==> config.mk <==
export PLATFORM = sky130hd
export DESIGN_NAME = byte_stuffed_frame_decoder_crc16_top
export DESIGN_NICKNAME = d
export VERILOG_FILES = /design/src/sv/bsfd_pkg.sv /design/src/sv/bsfd_ram.sv /design/src/sv/byte_stuffed_frame_decoder_crc16_top.sv
export SDC_FILE = /design/constraint.sdc
export NUM_CORES = 1
export LEC_CHECK = 0
export BUFFER_PORTS_ARGS = -buffer_cell sky130_fd_sc_hd__buf_2
export CELL_PAD_IN_SITES_DETAIL_PLACEMENT = 1
export CELL_PAD_IN_SITES_GLOBAL_PLACEMENT = 2
export CORE_MARGIN = 2
export CORE_UTILIZATION = 45
export CTS_CLUSTER_SIZE = 40
export DETAILED_ROUTE_END_ITERATION = 10
export PLACE_DENSITY_LB_ADDON = 0.1
export SLEW_MARGIN = 30
export SYNTH_ARGS = -nofsm -noshare
export SYNTH_HDL_FRONTEND = slang
export SYNTH_SLANG_ARGS = --single-unit
==> constraint.sdc <==
create_clock -name clk -period 3.5 [get_ports clk]
set_input_delay 0.7 -clock clk [delete_from_list [all_inputs] [get_ports clk]]
set_output_delay 0.7 -clock clk [all_outputs]
set_load 0.005 [all_outputs]
==> src/sv/bsfd_pkg.sv <==
// Shared types, constants and the CRC-16-CCITT byte step for the frame decoder.
// No dependencies.
package bsfd_pkg;

    // Buffer sizing default
    localparam int BUFFER_DEPTH_DEF = 64;

    // Config port sizing
    localparam int CFG_IDX_W  = 3;
    localparam int CFG_DATA_W = 8;
    localparam int LIMIT_W    = 7;

    // Register indexes
    localparam logic [CFG_IDX_W-1:0] REG_START  = 3'd0;
    localparam logic [CFG_IDX_W-1:0] REG_STOP   = 3'd1;
    localparam logic [CFG_IDX_W-1:0] REG_ESCAPE = 3'd2;
    localparam logic [CFG_IDX_W-1:0] REG_CRC_EN = 3'd3;
    localparam logic [CFG_IDX_W-1:0] REG_LIMIT  = 3'd4;

    // Register reset values
    localparam logic [7:0]         START_RST  = 8'd126;
    localparam logic [7:0]         STOP_RST   = 8'd127;
    localparam logic [7:0]         ESCAPE_RST = 8'd125;
    localparam logic               CRC_EN_RST = 1'b1;
    localparam logic [LIMIT_W-1:0] LIMIT_RST  = 7'd0;

    // Outcome codes
    localparam logic [1:0] OC_GOOD   = 2'd0;
    localparam logic [1:0] OC_SHORT  = 2'd1;
    localparam logic [1:0] OC_BADCRC = 2'd2;
    localparam logic [1:0] OC_LARGE  = 2'd3;

    // CRC and stuffing constants
    localparam logic [15:0] CRC_INIT   = 16'hFFFF;
    localparam logic [15:0] CRC_POLY   = 16'h1021;
    localparam logic [7:0]  ESCAPE_XOR = 8'h20;

    // Sequencer states, one-hot
    typedef enum logic [2:0] {
        ST_RUN  = 3'b001,   // taking link bytes
        ST_READ = 3'b010,   // issue buffer read for next payload byte
        ST_SEND = 3'b100    // read data ready, load output word
    } state_t;

    // One byte through CRC-16-CCITT, MSB first
    function automatic logic [15:0] crc16_byte(input logic [15:0] crc_in,
                                               input logic [7:0]  data);
        logic [15:0] c;
        c = crc_in ^ {data, 8'h00};
        for (int b = 0; b < 8; b++) begin
            if (c[15])
                c = {c[14:0], 1'b0} ^ CRC_POLY;
            else
                c = {c[14:0], 1'b0};
        end
        return c;
    endfunction

endpackage

==> src/sv/bsfd_ram.sv <==
// Generic single-port-write, single-port-read RAM with registered read data.
// No dependencies.
module bsfd_ram #(
    parameter int WIDTH = 8,
    parameter int DEPTH = 64
) (
    input  logic                     clk,
    input  logic                     we,
    input  logic [$clog2(DEPTH)-1:0] waddr,
    input  logic [WIDTH-1:0]         wdata,
    input  logic                     re,
    input  logic [$clog2(DEPTH)-1:0] raddr,
    output logic [WIDTH-1:0]         rdata
);

    logic [WIDTH-1:0] mem [DEPTH];

    // Write port
    always_ff @(posedge clk)
    begin
        if (we)
            mem[waddr] <= wdata;
    end

    // Registered read, holds when not enabled
    always_ff @(posedge clk)
    begin
        if (re)
            rdata <= mem[raddr];
    end

endmodule

==> src/sv/byte_stuffed_frame_decoder_crc16_top.sv <==
// Top level of the byte-stuffed frame decoder with CRC-16-CCITT check.
// Depends on bsfd_pkg and bsfd_ram.
//
//  channel | signals                                    | direction
//  --------+--------------------------------------------+----------
//  in      | in_valid, in_ready, in_byte                | input word
//  out     | out_valid, out_ready, out_byte, byte_valid,| result word
//          | outcome, last                              |
//  cfg     | cfg_we, cfg_index, cfg_data                | register write
//
// Link bytes are taken one per cycle while a frame fills; the CRC runs two
// bytes behind the buffer write so it is ready when the stop byte arrives.
// A good frame of n payload bytes is read back from the buffer RAM byte by
// byte (read, then load), held while out_ready stalls; no input meanwhile.
// A status or empty-frame word goes straight to the output register; input
// then waits only while that word is held. Reset needs no clearing pass.
module byte_stuffed_frame_decoder_crc16_top
    import bsfd_pkg::*;
#(
    parameter int BUFFER_DEPTH = BUFFER_DEPTH_DEF
) (
    input  logic                  clk,
    input  logic                  rst_n,
    // input channel
    input  logic                  in_valid,
    output logic                  in_ready,
    input  logic [7:0]            in_byte,
    // output channel
    output logic                  out_valid,
    input  logic                  out_ready,
    output logic [7:0]            out_byte,
    output logic                  byte_valid,
    output logic [1:0]            outcome,
    output logic                  last,
    // configuration
    input  logic                  cfg_we,
    input  logic [CFG_IDX_W-1:0]  cfg_index,
    input  logic [CFG_DATA_W-1:0] cfg_data
);

    localparam int ADDR_W = $clog2(BUFFER_DEPTH);
    localparam int CNT_W  = $clog2(BUFFER_DEPTH + 1);

    // Config registers
    logic [7:0]         start_code_reg, stop_code_reg, escape_code_reg;
    logic               crc_enable_reg;
    logic [LIMIT_W-1:0] frame_limit_reg;

    // Frame state
    state_t             state_reg, state_next;
    logic               inside_reg, inside_next;
    logic               esc_reg, esc_next;
    logic [CNT_W-1:0]   fill_reg, fill_next;
    logic [15:0]        crc_reg, crc_next;
    logic [7:0]         prev1_reg, prev1_next;   // newest stored byte
    logic [7:0]         prev2_reg, prev2_next;   // byte before that
    logic [CNT_W-1:0]   emit_len_reg, emit_len_next;
    logic [CNT_W-1:0]   emit_idx_reg, emit_idx_next;

    // Output word register
    logic               out_valid_reg, out_valid_next;
    logic [7:0]         out_byte_reg, out_byte_next;
    logic               byte_valid_reg, byte_valid_next;
    logic [1:0]         outcome_reg, outcome_next;
    logic               last_reg, last_next;

    // Buffer RAM ports
    logic               ram_we, ram_re;
    logic [ADDR_W-1:0]  ram_waddr, ram_raddr;
    logic [7:0]         ram_wdata, ram_rdata;

    logic               out_free, in_take;
    logic [CNT_W-1:0]   limit;
    logic [7:0]         data_byte;

    bsfd_ram #(
        .WIDTH (8),
        .DEPTH (BUFFER_DEPTH)
    ) u_store (
        .clk   (clk),
        .we    (ram_we),
        .waddr (ram_waddr),
        .wdata (ram_wdata),
        .re    (ram_re),
        .raddr (ram_raddr),
        .rdata (ram_rdata)
    );

    // Config writes, unknown indexes ignored
    always_ff @(posedge clk or negedge rst_n)
    begin
        if (!rst_n)
        begin
            start_code_reg  <= START_RST;
            stop_code_reg   <= STOP_RST;
            escape_code_reg <= ESCAPE_RST;
            crc_enable_reg  <= CRC_EN_RST;
            frame_limit_reg <= LIMIT_RST;
        end
        else if (cfg_we)
        begin
            case (cfg_index)
                REG_START:  start_code_reg  <= cfg_data[7:0];
                REG_STOP:   stop_code_reg   <= cfg_data[7:0];
                REG_ESCAPE: escape_code_reg <= cfg_data[7:0];
                REG_CRC_EN: crc_enable_reg  <= cfg_data[0];
                REG_LIMIT:  frame_limit_reg <= cfg_data[LIMIT_W-1:0];
                default: ;
            endcase
        end
    end

    // Active frame limit: nonzero limit up to the depth, else the depth
    always_comb
    begin
        if (frame_limit_reg != '0 && frame_limit_reg <= LIMIT_W'(BUFFER_DEPTH))
            limit = CNT_W'(frame_limit_reg);
        else
            limit = CNT_W'(BUFFER_DEPTH);
    end

    assign out_free  = !out_valid_reg || out_ready;
    assign in_ready  = (state_reg == ST_RUN) && out_free;
    assign in_take   = in_valid && in_ready;
    assign data_byte = esc_reg ? (in_byte ^ ESCAPE_XOR) : in_byte;

    // Deframing, close-out and read-back sequencing
    always_comb
    begin
        state_next      = state_reg;
        inside_next     = inside_reg;
        esc_next        = esc_reg;
        fill_next       = fill_reg;
        crc_next        = crc_reg;
        prev1_next      = prev1_reg;
        prev2_next      = prev2_reg;
        emit_len_next   = emit_len_reg;
        emit_idx_next   = emit_idx_reg;
        out_valid_next  = out_valid_reg && !out_ready;
        out_byte_next   = out_byte_reg;
        byte_valid_next = byte_valid_reg;
        outcome_next    = outcome_reg;
        last_next       = last_reg;
        ram_we          = 1'b0;
        ram_waddr       = fill_reg[ADDR_W-1:0];
        ram_wdata       = data_byte;
        ram_re          = 1'b0;
        ram_raddr       = emit_idx_reg[ADDR_W-1:0];

        case (state_reg)
            ST_RUN:
            begin
                if (in_take)
                begin
                    if (in_byte == start_code_reg)
                    begin
                        inside_next = 1'b1;
                        esc_next    = 1'b0;
                        fill_next   = '0;
                        crc_next    = CRC_INIT;
                    end
                    else if (inside_reg && in_byte == stop_code_reg)
                    begin
                        // close the frame; every branch leaves it
                        inside_next     = 1'b0;
                        esc_next        = 1'b0;
                        fill_next       = '0;
                        out_byte_next   = 8'h00;
                        byte_valid_next = 1'b0;
                        last_next       = 1'b1;
                        if (crc_enable_reg && fill_reg < CNT_W'(2))
                        begin
                            out_valid_next = 1'b1;
                            outcome_next   = OC_SHORT;
                        end
                        else if (crc_enable_reg && crc_reg != {prev2_reg, prev1_reg})
                        begin
                            out_valid_next = 1'b1;
                            outcome_next   = OC_BADCRC;
                        end
                        else
                        begin
                            emit_len_next = crc_enable_reg ? fill_reg - CNT_W'(2)
                                                           : fill_reg;
                            emit_idx_next = '0;
                            if (emit_len_next == '0)
                            begin
                                out_valid_next = 1'b1;
                                outcome_next   = OC_GOOD;
                            end
                            else
                                state_next = ST_READ;
                        end
                    end
                    else if (inside_reg && !esc_reg && in_byte == escape_code_reg)
                        esc_next = 1'b1;
                    else if (inside_reg)
                    begin
                        esc_next = 1'b0;
                        if (fill_reg >= limit)
                        begin
                            inside_next     = 1'b0;
                            fill_next       = '0;
                            out_valid_next  = 1'b1;
                            out_byte_next   = 8'h00;
                            byte_valid_next = 1'b0;
                            outcome_next    = OC_LARGE;
                            last_next       = 1'b1;
                        end
                        else
                        begin
                            // store, and fold the byte two behind into the CRC
                            ram_we     = 1'b1;
                            fill_next  = fill_reg + CNT_W'(1);
                            prev1_next = data_byte;
                            prev2_next = prev1_reg;
                            if (fill_reg >= CNT_W'(2))
                                crc_next = crc16_byte(crc_reg, prev2_reg);
                        end
                    end
                end
            end

            ST_READ:
            begin
                ram_re     = 1'b1;
                state_next = ST_SEND;
            end

            ST_SEND:
            begin
                if (out_free)
                begin
                    out_valid_next  = 1'b1;
                    out_byte_next   = ram_rdata;
                    byte_valid_next = 1'b1;
                    outcome_next    = OC_GOOD;
                    last_next       = (emit_idx_reg + CNT_W'(1) == emit_len_reg);
                    emit_idx_next   = emit_idx_reg + CNT_W'(1);
                    state_next      = last_next ? ST_RUN : ST_READ;
                end
            end

            default:
                state_next = ST_RUN;
        endcase
    end

    // Control state
    always_ff @(posedge clk or negedge rst_n)
    begin
        if (!rst_n)
        begin
            state_reg     <= ST_RUN;
            inside_reg    <= 1'b0;
            esc_reg       <= 1'b0;
            fill_reg      <= '0;
            emit_len_reg  <= '0;
            emit_idx_reg  <= '0;
            out_valid_reg <= 1'b0;
        end
        else
        begin
            state_reg     <= state_next;
            inside_reg    <= inside_next;
            esc_reg       <= esc_next;
            fill_reg      <= fill_next;
            emit_len_reg  <= emit_len_next;
            emit_idx_reg  <= emit_idx_next;
            out_valid_reg <= out_valid_next;
        end
    end

    // Payload registers
    always_ff @(posedge clk)
    begin
        crc_reg        <= crc_next;
        prev1_reg      <= prev1_next;
        prev2_reg      <= prev2_next;
        out_byte_reg   <= out_byte_next;
        byte_valid_reg <= byte_valid_next;
        outcome_reg    <= outcome_next;
        last_reg       <= last_next;
    end

    assign out_valid  = out_valid_reg;
    assign out_byte   = out_byte_reg;
    assign byte_valid = byte_valid_reg;
    assign outcome    = outcome_reg;
    assign last       = last_reg;

endmodule
**Word level (Yosys, flattened, before mapping)**

Memory sizes are Yosys's and may differ from the RTL's. A register that Yosys moved wholly into a read port is not among the register bits.
Cells that the tools add are included.

- Bitwise operators: 16
- Order comparisons: 4
- Add/subtract/negate cells: 3
- Muxes and demuxes: 156
- Reduce and logical (&&, ||, !) cells: 36
- Eq/ne operators: 27

Operator list:

| cell | count |
|---|---|
| 2-to-1 mux 16 bit | 61 |
| 2-to-1 mux 13 bit | 8 |
| 2-to-1 mux 7 bit | 13 |
| 2-to-1 mux 8 bit | 7 |
| 2-to-1 mux 1 bit | 41 |
| AND reduction 7 bit | 5 |
| == test 8 bit | 3 |
| NOT 3 bit | 8 |
| 2-to-1 mux 2 bit | 11 |
| 2-to-1 mux 3 bit | 7 |
| != test 2 bit, second input constant | 9 |
| != test 16 bit | 1 |
| case mux 8 bit (2 select lines) | 1 |
| bitwise XOR 16 bit | 1 |
| adder 7 x 1 -> 7 bit, second input constant | 2 |
| case mux 7 bit (2 select lines) | 1 |
| AND reduction 2 bit | 5 |
| == test 3 x 2 -> 1 bit, second input constant | 3 |
| logical AND 1 bit | 9 |
| case mux 3 bit (3 select lines) | 1 |
| AND reduction 8 bit | 1 |
| == test 7 bit | 1 |
| >= comparator 7 x 2 -> 1 bit, second input constant | 1 |
| >= comparator 7 bit | 1 |
| 25 further kinds | 41 |

- Flip-flop bits (word level): 103
- Bits in writable memories: 512
- Memories: 1
- Input bits: 24
- Logic and storage cells: 262
- Output and inout port bits: 14

Memory list:

| memory | depth | bits a word | rd ports | clocked after memory_dff | write ports | RTL line | source |
|---|---|---|---|---|---|---|---|
| u_store.mem | 64 | 8 | 1 | 1 | 1 | bsfd_ram.sv:16 | `logic [WIDTH-1:0] mem [DEPTH];` |

**Depth between registers and ports, before layout**

Gate-level depths: netlist of the first run.

- Depth after elaboration: 78
- Mapped depth: 10

**Cells and area by module**

From an unflattened synthesis of the first run, not the netlist that was laid out.

- Cell total of the unflattened synthesis: 1,402
- Area, all modules: 25,464.4 sq um

Modules (own cells, without submodules):

| module | seq. area each (sq um) | area each (sq um) | times used | cells an instance |
|---|---|---|---|---|
| bsfd_ram | 15,615.0 | 20,270.7 | 1 | 972 |
| byte_stuffed_frame_decoder_crc16_top | 2,824.0 | 5,193.7 | 1 | 430 |

**Worst setup path before layout of the first run**

Ideal clock, no wire load.

- Path kind: reg2reg
- Start: register fill_reg[0]
- End: memory u_store.mem[39][0] (enable)
- Setup time: 0.383 ns
- Data arrival time: 3.075 ns
- Stages on the path, launching flop included: 11
- Slack: 0.041 ns
- Buffers on the path: 2
- Path through: dfrtp_1 -> clkbuf_1 -> inv_1 -> ha_1 -> nand2b_1 -> a31oi_1 -> o21ai_0 -> nor4b_2 -> nand3_1 -> clkbuf_1 -> nor3_1

- Cells in the longest elaborated chain, start to end: 10

Ends and longest elaborated chain:

| what | RTL line | source |
|---|---|---|
| start: declaration | byte_stuffed_frame_decoder_crc16_top.sv:53 | `logic [CNT_W-1:0] fill_reg, fill_next;` |
| start signal: assignment | byte_stuffed_frame_decoder_crc16_top.sv:267 | `fill_reg <= fill_next;` |
| >= comparator 7 bit | byte_stuffed_frame_decoder_crc16_top.sv:200 | `if (fill_reg >= limit)` |
| 2-to-1 mux 1 bit | byte_stuffed_frame_decoder_crc16_top.sv:200 |  |
| 2-to-1 mux 1 bit | byte_stuffed_frame_decoder_crc16_top.sv:197 | `else if (inside_reg)` |
| 2-to-1 mux 1 bit | byte_stuffed_frame_decoder_crc16_top.sv:195 | `else if (inside_reg && !esc_reg && in_byte == escape_code_reg)` |
| 2-to-1 mux 1 bit | byte_stuffed_frame_decoder_crc16_top.sv:162 | `else if (inside_reg && in_byte == stop_code_reg)` |
| 2-to-1 mux 1 bit | byte_stuffed_frame_decoder_crc16_top.sv:155 | `if (in_byte == start_code_reg)` |
| 2-to-1 mux 1 bit | byte_stuffed_frame_decoder_crc16_top.sv:153 | `if (in_take)` |
| 2-to-1 mux 1 bit | byte_stuffed_frame_decoder_crc16_top.sv:150 | `case (state_reg)` |
| 2-to-1 mux 1 bit | bsfd_ram.sv:21 | `if (we)` |
| 2-to-1 mux 1 bit (not written as such) | bsfd_ram.sv:22 | `mem[waddr] <= wdata;` |
| end: declaration | bsfd_ram.sv:16 |  |

Several ways; a longest one is shown, not always the timed one.

**Final worst setup path of the first run**

- Start: register frame_limit_reg[6]
- End: memory u_store.mem[31][4] (enable)

- Cells in the longest elaborated chain, start to end: 13
- Elaborated cells between the ends (all ways): 14
- Those cells by class: 2 x order compare; 10 x mux; 2 x reduce/logical

Ends and longest elaborated chain:

| what | RTL line | source |
|---|---|---|
| start: declaration | byte_stuffed_frame_decoder_crc16_top.sv:47 | `logic [LIMIT_W-1:0] frame_limit_reg;` |
| start signal: assignment | byte_stuffed_frame_decoder_crc16_top.sv:107 | `REG_LIMIT: frame_limit_reg <= cfg_data[LIMIT_W-1:0];` |
| <= comparator 7 bit / nonzero test 7 bit (equally long branches) | byte_stuffed_frame_decoder_crc16_top.sv:116 | `if (frame_limit_reg != '0 && frame_limit_reg <= LIMIT_W'(BUFFER_DEPTH))` |
| logical AND 1 bit | byte_stuffed_frame_decoder_crc16_top.sv:116 |  |
| 2-to-1 mux 7 bit (*) | byte_stuffed_frame_decoder_crc16_top.sv:116 |  |
| >= comparator 7 bit (*) | byte_stuffed_frame_decoder_crc16_top.sv:200 |  |
| 2-to-1 mux 1 bit (*) | byte_stuffed_frame_decoder_crc16_top.sv:200 |  |
| 2-to-1 mux 1 bit (*) | byte_stuffed_frame_decoder_crc16_top.sv:197 |  |
| 2-to-1 mux 1 bit (*) | byte_stuffed_frame_decoder_crc16_top.sv:195 |  |
| 2-to-1 mux 1 bit (*) | byte_stuffed_frame_decoder_crc16_top.sv:162 |  |
| 2-to-1 mux 1 bit (*) | byte_stuffed_frame_decoder_crc16_top.sv:155 |  |
| 2-to-1 mux 1 bit (*) | byte_stuffed_frame_decoder_crc16_top.sv:153 |  |
| 2-to-1 mux 1 bit (*) | byte_stuffed_frame_decoder_crc16_top.sv:150 |  |
| 2-to-1 mux 1 bit (*) | bsfd_ram.sv:21 |  |
| 2-to-1 mux 1 bit (not written as such) (*) | bsfd_ram.sv:22 |  |

Every way passes the cells marked *; elsewhere a longest branch is shown, timed or not.

==> results of run 1 <==
-- synthesized netlist by cell type, types with 2 or more instances --
cell type  count  share of area, %
nand3_1       13              0.26
dfrtp_1       38               3.8
a311oi_1       4              0.14
nor2_1        61              0.91
nand2b_1      11              0.27
and3_1         4             0.099
o211ai_1       7              0.21
a31oi_1        5              0.12
or2_2          2             0.049
nor4bb_1       3              0.12
nor2b_1        2             0.049
o21a_1         2             0.059
mux2_2        39               1.7
clkbuf_1      34              0.50
a21o_1         4              0.12
mux2i_1        5              0.20
o21ai_0       10              0.20
mux4_2       168                15
and2_1        14              0.35
inv_2          2             0.030
edfxtp_1     564                67
dfstp_2       21               2.2
nand2_1       31              0.46
nor4b_2        2              0.12
buf_2         11              0.22
or3_1          3             0.074
buf_1          7              0.10
nor3_1        35              0.69
a31o_2         3              0.10
xor2_1        35               1.2
inv_1         12              0.18
xnor2_1       36               1.2
nor3b_1        2             0.059
a21oi_1       12              0.24
ha_1          15              0.74
nor4_1         5              0.12
nand4_1       13              0.32
-- metal layers --
layer  up-vias  part of all wire [%]  track usage [%]
met5         -                 0.021                0
met4         2                   1.5             5.82
met3        57                   4.1             3.85
met2       248                    48             34.3
met1      6843                    46             33.0
li1       5455                     -                -
-- worst max-delay path, delay by kind of cell (launching register included) --
family	cells	cell delay (ns)
AOI/OAI and AO/OA	3	0.60
and+or+nand+nor	4	1.21
buffers and inverters	2	0.42
DFF	1	0.43
adders and majority gates	1	0.30
-- kinds of logic after synthesis --
family | count (synthesis)
flip-flops | 623
AO/OA/AOI/OAI | 59
buffers and inverters | 69
AND/OR/NAND/NOR | 210
multiplexers | 212
XOR/XNOR | 71
adder cells (fa/ha/maj) | 15
-- timing repair --
| action | in CTS | in global routing |
|---|---|---|
| setup buffers | 0 | 1 |
| endpoints found under the hold margin | 0 | 0 |
| hold buffers | 0 | 0 |
| setup endpoints to repair | 0 | 215 |
| gates resized for setup | 0 | 41 |
-- report_power, final --
part           internal, mW  leakage [nW]  switching, mW
Combinational          2.73          2.82           3.22
Sequential             8.53          5.75          0.299
Clock                  4.26          1.07           2.88
-- cell type report --
| class | count | area (um2) | share of cell area, % |
|---|---|---|---|
| repair buffers | 137 | 1040 | 3.53 |
| multi-input cells | 567 | 6740 | 22.9 |
| clock buffers | 83 | 1810 | 6.15 |
| clock inverters | 37 | 389 | 1.32 |
| well taps | 748 | 936 | 3.18 |
| flip-flops and latches | 623 | 18400 | 62.7 |
| inverters | 15 | 56.3 | 0.191 |
-- how the worst max path moves through the flow --
stage	cells past startpoint	start	slack (ns)	end
3_3_place_gp	9	frame_limit_reg[6]	0.16	u_store.mem[0][4]
5_1_grt	10	frame_limit_reg[6]	-0.07	u_store.mem[31][4]
2_1_floorplan	10	fill_reg[0]	0.04	u_store.mem[39][0]
4_1_cts	9	frame_limit_reg[6]	0.02	u_store.mem[7][7]
3_5_place_dp	9	frame_limit_reg[6]	0.02	u_store.mem[19][2]
6_report	10	frame_limit_reg[6]	0.17	u_store.mem[31][4]
-- per-stage QoR --
step	std cells	setup TNS [ns]	worst slack, ns
finish	2210	0	0.168
global route	2210	-2.01	-0.0711
CTS	2209	0	0.0241
detailed placement	2089	0	0.0229
global placement	2089	0	0.162
floorplan	1259	0	0.0412
==> out/metrics.csv, run 1 <==
metric;value;unit
status;complete, no violations;
Core Util, Final;53.2;%
clock root cell;clkbuf_16;
multiplexer share of the synthesized area;16.9;%
TritonCTS Buffers;68;
Vias/cell;5.70;
fill count;4937;
fin nets;1451;
initial antenna violation count;3;
adder-cell share of the synthesized area;0.742;%
DPL Wire Length;38600;um
Synth Area in XOR/XNOR;2.46;%
Post-synth EDFFs;564;
peak supply drop;0.424;mV
Syn Inst Count;1259;
die area;58100;um2
most frequent CP cell;buf_4;
Starting Density;45.7;%
CP endpoint kind;register;
Routed WL per cell;27.8;um
Netlist cell types;61;
register area share after synthesis;72.9;%
Netlist Area Pre-Place;25300;um2
RR Endpoint;u_store.mem[31][4];
Clk pin slew, worst setup/hold paths;0.06;ns
final hold violations;0;
Die Width;241;um
DRC;0;
post-synthesis area per instance;20.1;um2
P_leak;9.64;nW
share of cells above drive strength 1;34.3;%
clock sinks;623;
Worst setup SP type;register;
Power Density;745;nW/um2
Synth Register Bits;623;
Reg2Reg Depth;10;
worst-path cell chain;nand2b_1, ha_1, a21o_1, a31oi_1, o21ai_0, nor4b_2, buf_4, nand4_1, buf_4, nor2_1;
Total Routing Usage GR;22.2;%
Cell Area, Placed;27000;um2
predominant post-synthesis flop cell;edfxtp_1;
slowest CP cell;nor2_1;
vias in the first global route;13300;
post-route ant nets;0;
Port Buffer Count;37;
simple-gate portion of the synthesized area;4.28;%
# H-tree levels;3;
Largest register FFs;512;
Ports;38;
Tot Pwr;21.9;mW
Max Buffers Root-to-Sink;3;
count of final setup violators;0;
final wirelength;61500;um
Antenna Cells;0;
Worst Path Max Fanout;8;
max-cap violation count;0;
Synth Area in Compound Gates;1.57;%
pin count of the biggest net entering global routing;66;
largest family of logic cells by synthesized area;multiplexers;
Worst R2R Start;frame_limit_reg[6];
critical path's largest stage delay;0.60;ns
via count;12600;
most frequent cells in the layout;564 x edfxtp_1, 168 x mux4_2, 93 x buf_4;
Clk Latency, worst-skew pair;0.60;ns
post-route design area;29400;um2
initial DRC count;1105;
Synth warnings;0;
Mapped Nets;1298;
CTS tree;done;
minimum hold slack;0.0786;ns
first-pass GRT wire length;92600;um
fin crit share;95.2;%
minimum clock period;3.33;ns
WP data arrival;3.55;ns
CP required;3.72;ns
commonest non-fill, non-tap cell in the layout;edfxtp_1;
Die Y;241;um
Max Slew Vio Count;0;
asr flop ratio synth;9.47;%
slew margin rel.;31.6;%
drt first pass iters;5;
Max Fclk;300;MHz
Hold/Removal Path Class;in2async;
RSZ-0062 raised after global routing;yes;
GPL Wtd Cong;0.780;
grt total ovfl;0;
Layout area overhead;16.3;%
core box area;55300;um2
floorplan row count;86;
CP Class;reg2reg;
clk_skew;0.0280;ns
r2r setup slk;0.17;ns
Worst Tran Pin Value;1.02;ns
No activity file was read; power rests on OpenSTA's default activity.
==> run 2: changes to the inputs <==
Settings changed: CORE_UTILIZATION 45 to 25.
==> out/metrics.csv, run 2 (synthesized netlist as in run 1, its figures left out) <==
metric;value;unit;change
switching pwr;7.03;mW;+9.9%
minimum clock period;3.16;ns;-0.170 ns
Vias/cell;4.49;;-21%
Port Buffer Count;37;;unchanged
Worst Tran Pin Value;0.943;ns;-0.0796 ns
initial antenna violation count;9;;+6
Power Density;747;nW/um2;+0.28%
via count;12600;;+0.25%
Hold/Removal Path Class;in2async;;
CP required;3.82;ns;+0.10 ns
peak supply drop;0.290;mV;-31%
Clk pin slew, worst setup/hold paths;0.06;ns;about the same
Ports;38;;unchanged
Post-CTS Hold Buffers;0;;unchanged
count of final setup violators;0;;unchanged
share of cells above drive strength 1;34.3;%;-0.036 points
r2r setup slk;0.34;ns;+0.17 ns
core box area;100000;um2;+81%
Tot Pwr;22.7;mW;+3.6%
die area;104000;um2;+78%
slowest CP cell;dfrtp_1;;
GPL Wtd Cong;0.740;;-5.1%
floorplan row count;116;;+35%
Routed WL per cell;26.7;um;-4.1%
crit-path leading delay family;simple AND/OR/NAND/NOR gates;;
Worst setup SP type;register;;
post-route ant nets;0;;unchanged
Max Fclk;316;MHz;+5.4%
max-cap violation count;0;;unchanged
vias in the first global route;13700;;+3.1%
Total Routing Usage GR;14.8;%;-7.5 points
TritonCTS Buffers;75;;+10%
CTS tree;done;;
Largest register FFs;512;;unchanged
Die Width;322;um;+34%
pin count of the biggest net entering global routing;66;;unchanged
DRC;0;;unchanged
P_leak;9.89;nW;+2.7%
Layout area overhead;20.2;%;
final wirelength;75100;um;+22%
most frequent CP cell;buf_4;;
Reg power frac;38.8;%;-1.5 points
CP Class;reg2reg;;
Setup WS post-layout;0.339;ns;+0.170 ns
Starting Density;25.2;%;-20 points
final hold violations;0;;unchanged
Buf/Inv on CP;2;;unchanged
Max Slew Vio Count;0;;unchanged
Clock power frac;32.6;%;about the same
combinational fraction of design power;28.6;%;+1.5 points
status;complete, no violations;;
clock sinks;623;;unchanged
RSZ-0062 raised after global routing;no;;
clk_skew;0.0280;ns;-0.0000962 ns
Pint;15.7;mW;+1.1%
Max Buffers Root-to-Sink;3;;unchanged
Post-CTS Resized;0;;unchanged
most frequent cells in the layout;564 x edfxtp_1, 168 x mux4_2, 126 x buf_4;;
Die Y;322;um;+34%
slew margin rel.;37.0;%;+5.3 points
initial DRC count;725;;-34%
Sw Ratio;30.9;%;+1.8 points
fin crit share;90.3;%;-4.9 points
commonest non-fill, non-tap cell in the layout;edfxtp_1;;
fin nets;1496;;+3.1%
WP data arrival;3.48;ns;-0.07 ns
worst-path cell chain;nand2b_1, ha_1, a21o_1, a31oi_1, o21ai_0, nor4b_2, buf_4, nand4_1, nor2_1, buf_4;;
DP Worst Slack;0.0458;ns;+0.0229 ns
critical path's largest stage delay;0.45;ns;-0.15 ns
clock root cell;clkbuf_16;;
DPL Wire Length;49200;um;+27%
Fin Setup TNS;0;ns;unchanged
Clk Latency, worst-skew pair;0.63;ns;+0.03 ns
first-pass GRT wire length;107000;um;+16%
drt first pass iters;4;;-1
postcts setup bufs;0;;unchanged
# H-tree levels;3;;unchanged
grt total ovfl;0;;unchanged
Worst Path Max Fanout;8;;unchanged
CP endpoint kind;register;;
[run 2: changes by cell type in the layout (fill, tap and decap cells not counted), moves of 5 or more]
cell / delta
nor3_1: +5
clkbuf_16: +5
nor3_2: -5
nor2_1: +20
nor2_4: -16
buf_4: +33
clkbuf_1: +9
clkinv_1: +6
[run 2: worst paths after layout]
path | start | to | cells after the start
setup / recovery | frame_limit_reg[6] | u_store.mem[22][5] | 10
hold / removal | rst_n | fill_reg[2] | 1
setup reg to reg | frame_limit_reg[6] | u_store.mem[22][5] | 10
hold reg to reg | prev1_reg[3] | prev2_reg[3] | 0
max in group asynchronous | rst_n | escape_code_reg[6] | 3
min in group clk | cfg_data[7] | start_code_reg[7] | 2
[run 2: power by group through the flow]
stage | combinational, mW | sequential, mW | clock [mW]
floorplan | 3.88 | 8.82 | 0
global placement | 6.73 | 8.98 | 0
detailed placement | 6.73 | 8.99 | 0
CTS | 6.73 | 8.84 | 7.68
global route | 6.97 | 8.87 | 7.93
finish | 6.50 | 8.82 | 7.40
[run 2: area by class of cell]
class                   count  area (um2)
fillers                 10200       69700
repair buffers            175        1370
flip-flops and latches    623       18400
multi-input cells         567        6600
diodes                      1        2.50
clock buffers              96        1960
inverters                  15        56.3
well taps                1298        1620
clock inverters            40         343
[run 2: metrics by stage]
| step | util, % | hold WS, ns | cell area, um2 | std cells |
|---|---|---|---|---|
| 3_3_place_gp | 28.0 | 0.464 | 28100 | 2678 |
| 4_1_cts | 30.4 | 0.0515 | 30400 | 2814 |
| 3_5_place_dp | 28.1 | 0.462 | 28100 | 2678 |
| 2_1_floorplan | - | 0.404 | 25300 | 1259 |
| 6_report | 30.4 | 0.0674 | 30400 | 2815 |
| 5_1_grt | 30.4 | 0.0789 | 30400 | 2814 |
[run 2: worst register-to-register path: stages (launching register included)]
cell and delay, ns:
dfrtp_1 0.45, nand2b_1 0.19, ha_1 0.29, a21o_1 0.18, a31oi_1 0.14, o21ai_0 0.25
nor4b_2 0.41, buf_4 0.21, nand4_1 0.33, nor2_1 0.21, buf_4 0.22
[run 2: metal layers]
layer / up-vias / global-route usage [%] / part of all wire (%)
met2: 195 / 23.4 / 47
li1: 5555 / - / -
met1: 6794 / 20.9 / 47
met3: 92 / 2.46 / 3.2
met4: 0 / 4.03 / 2.3
met5: - / 0 / 0
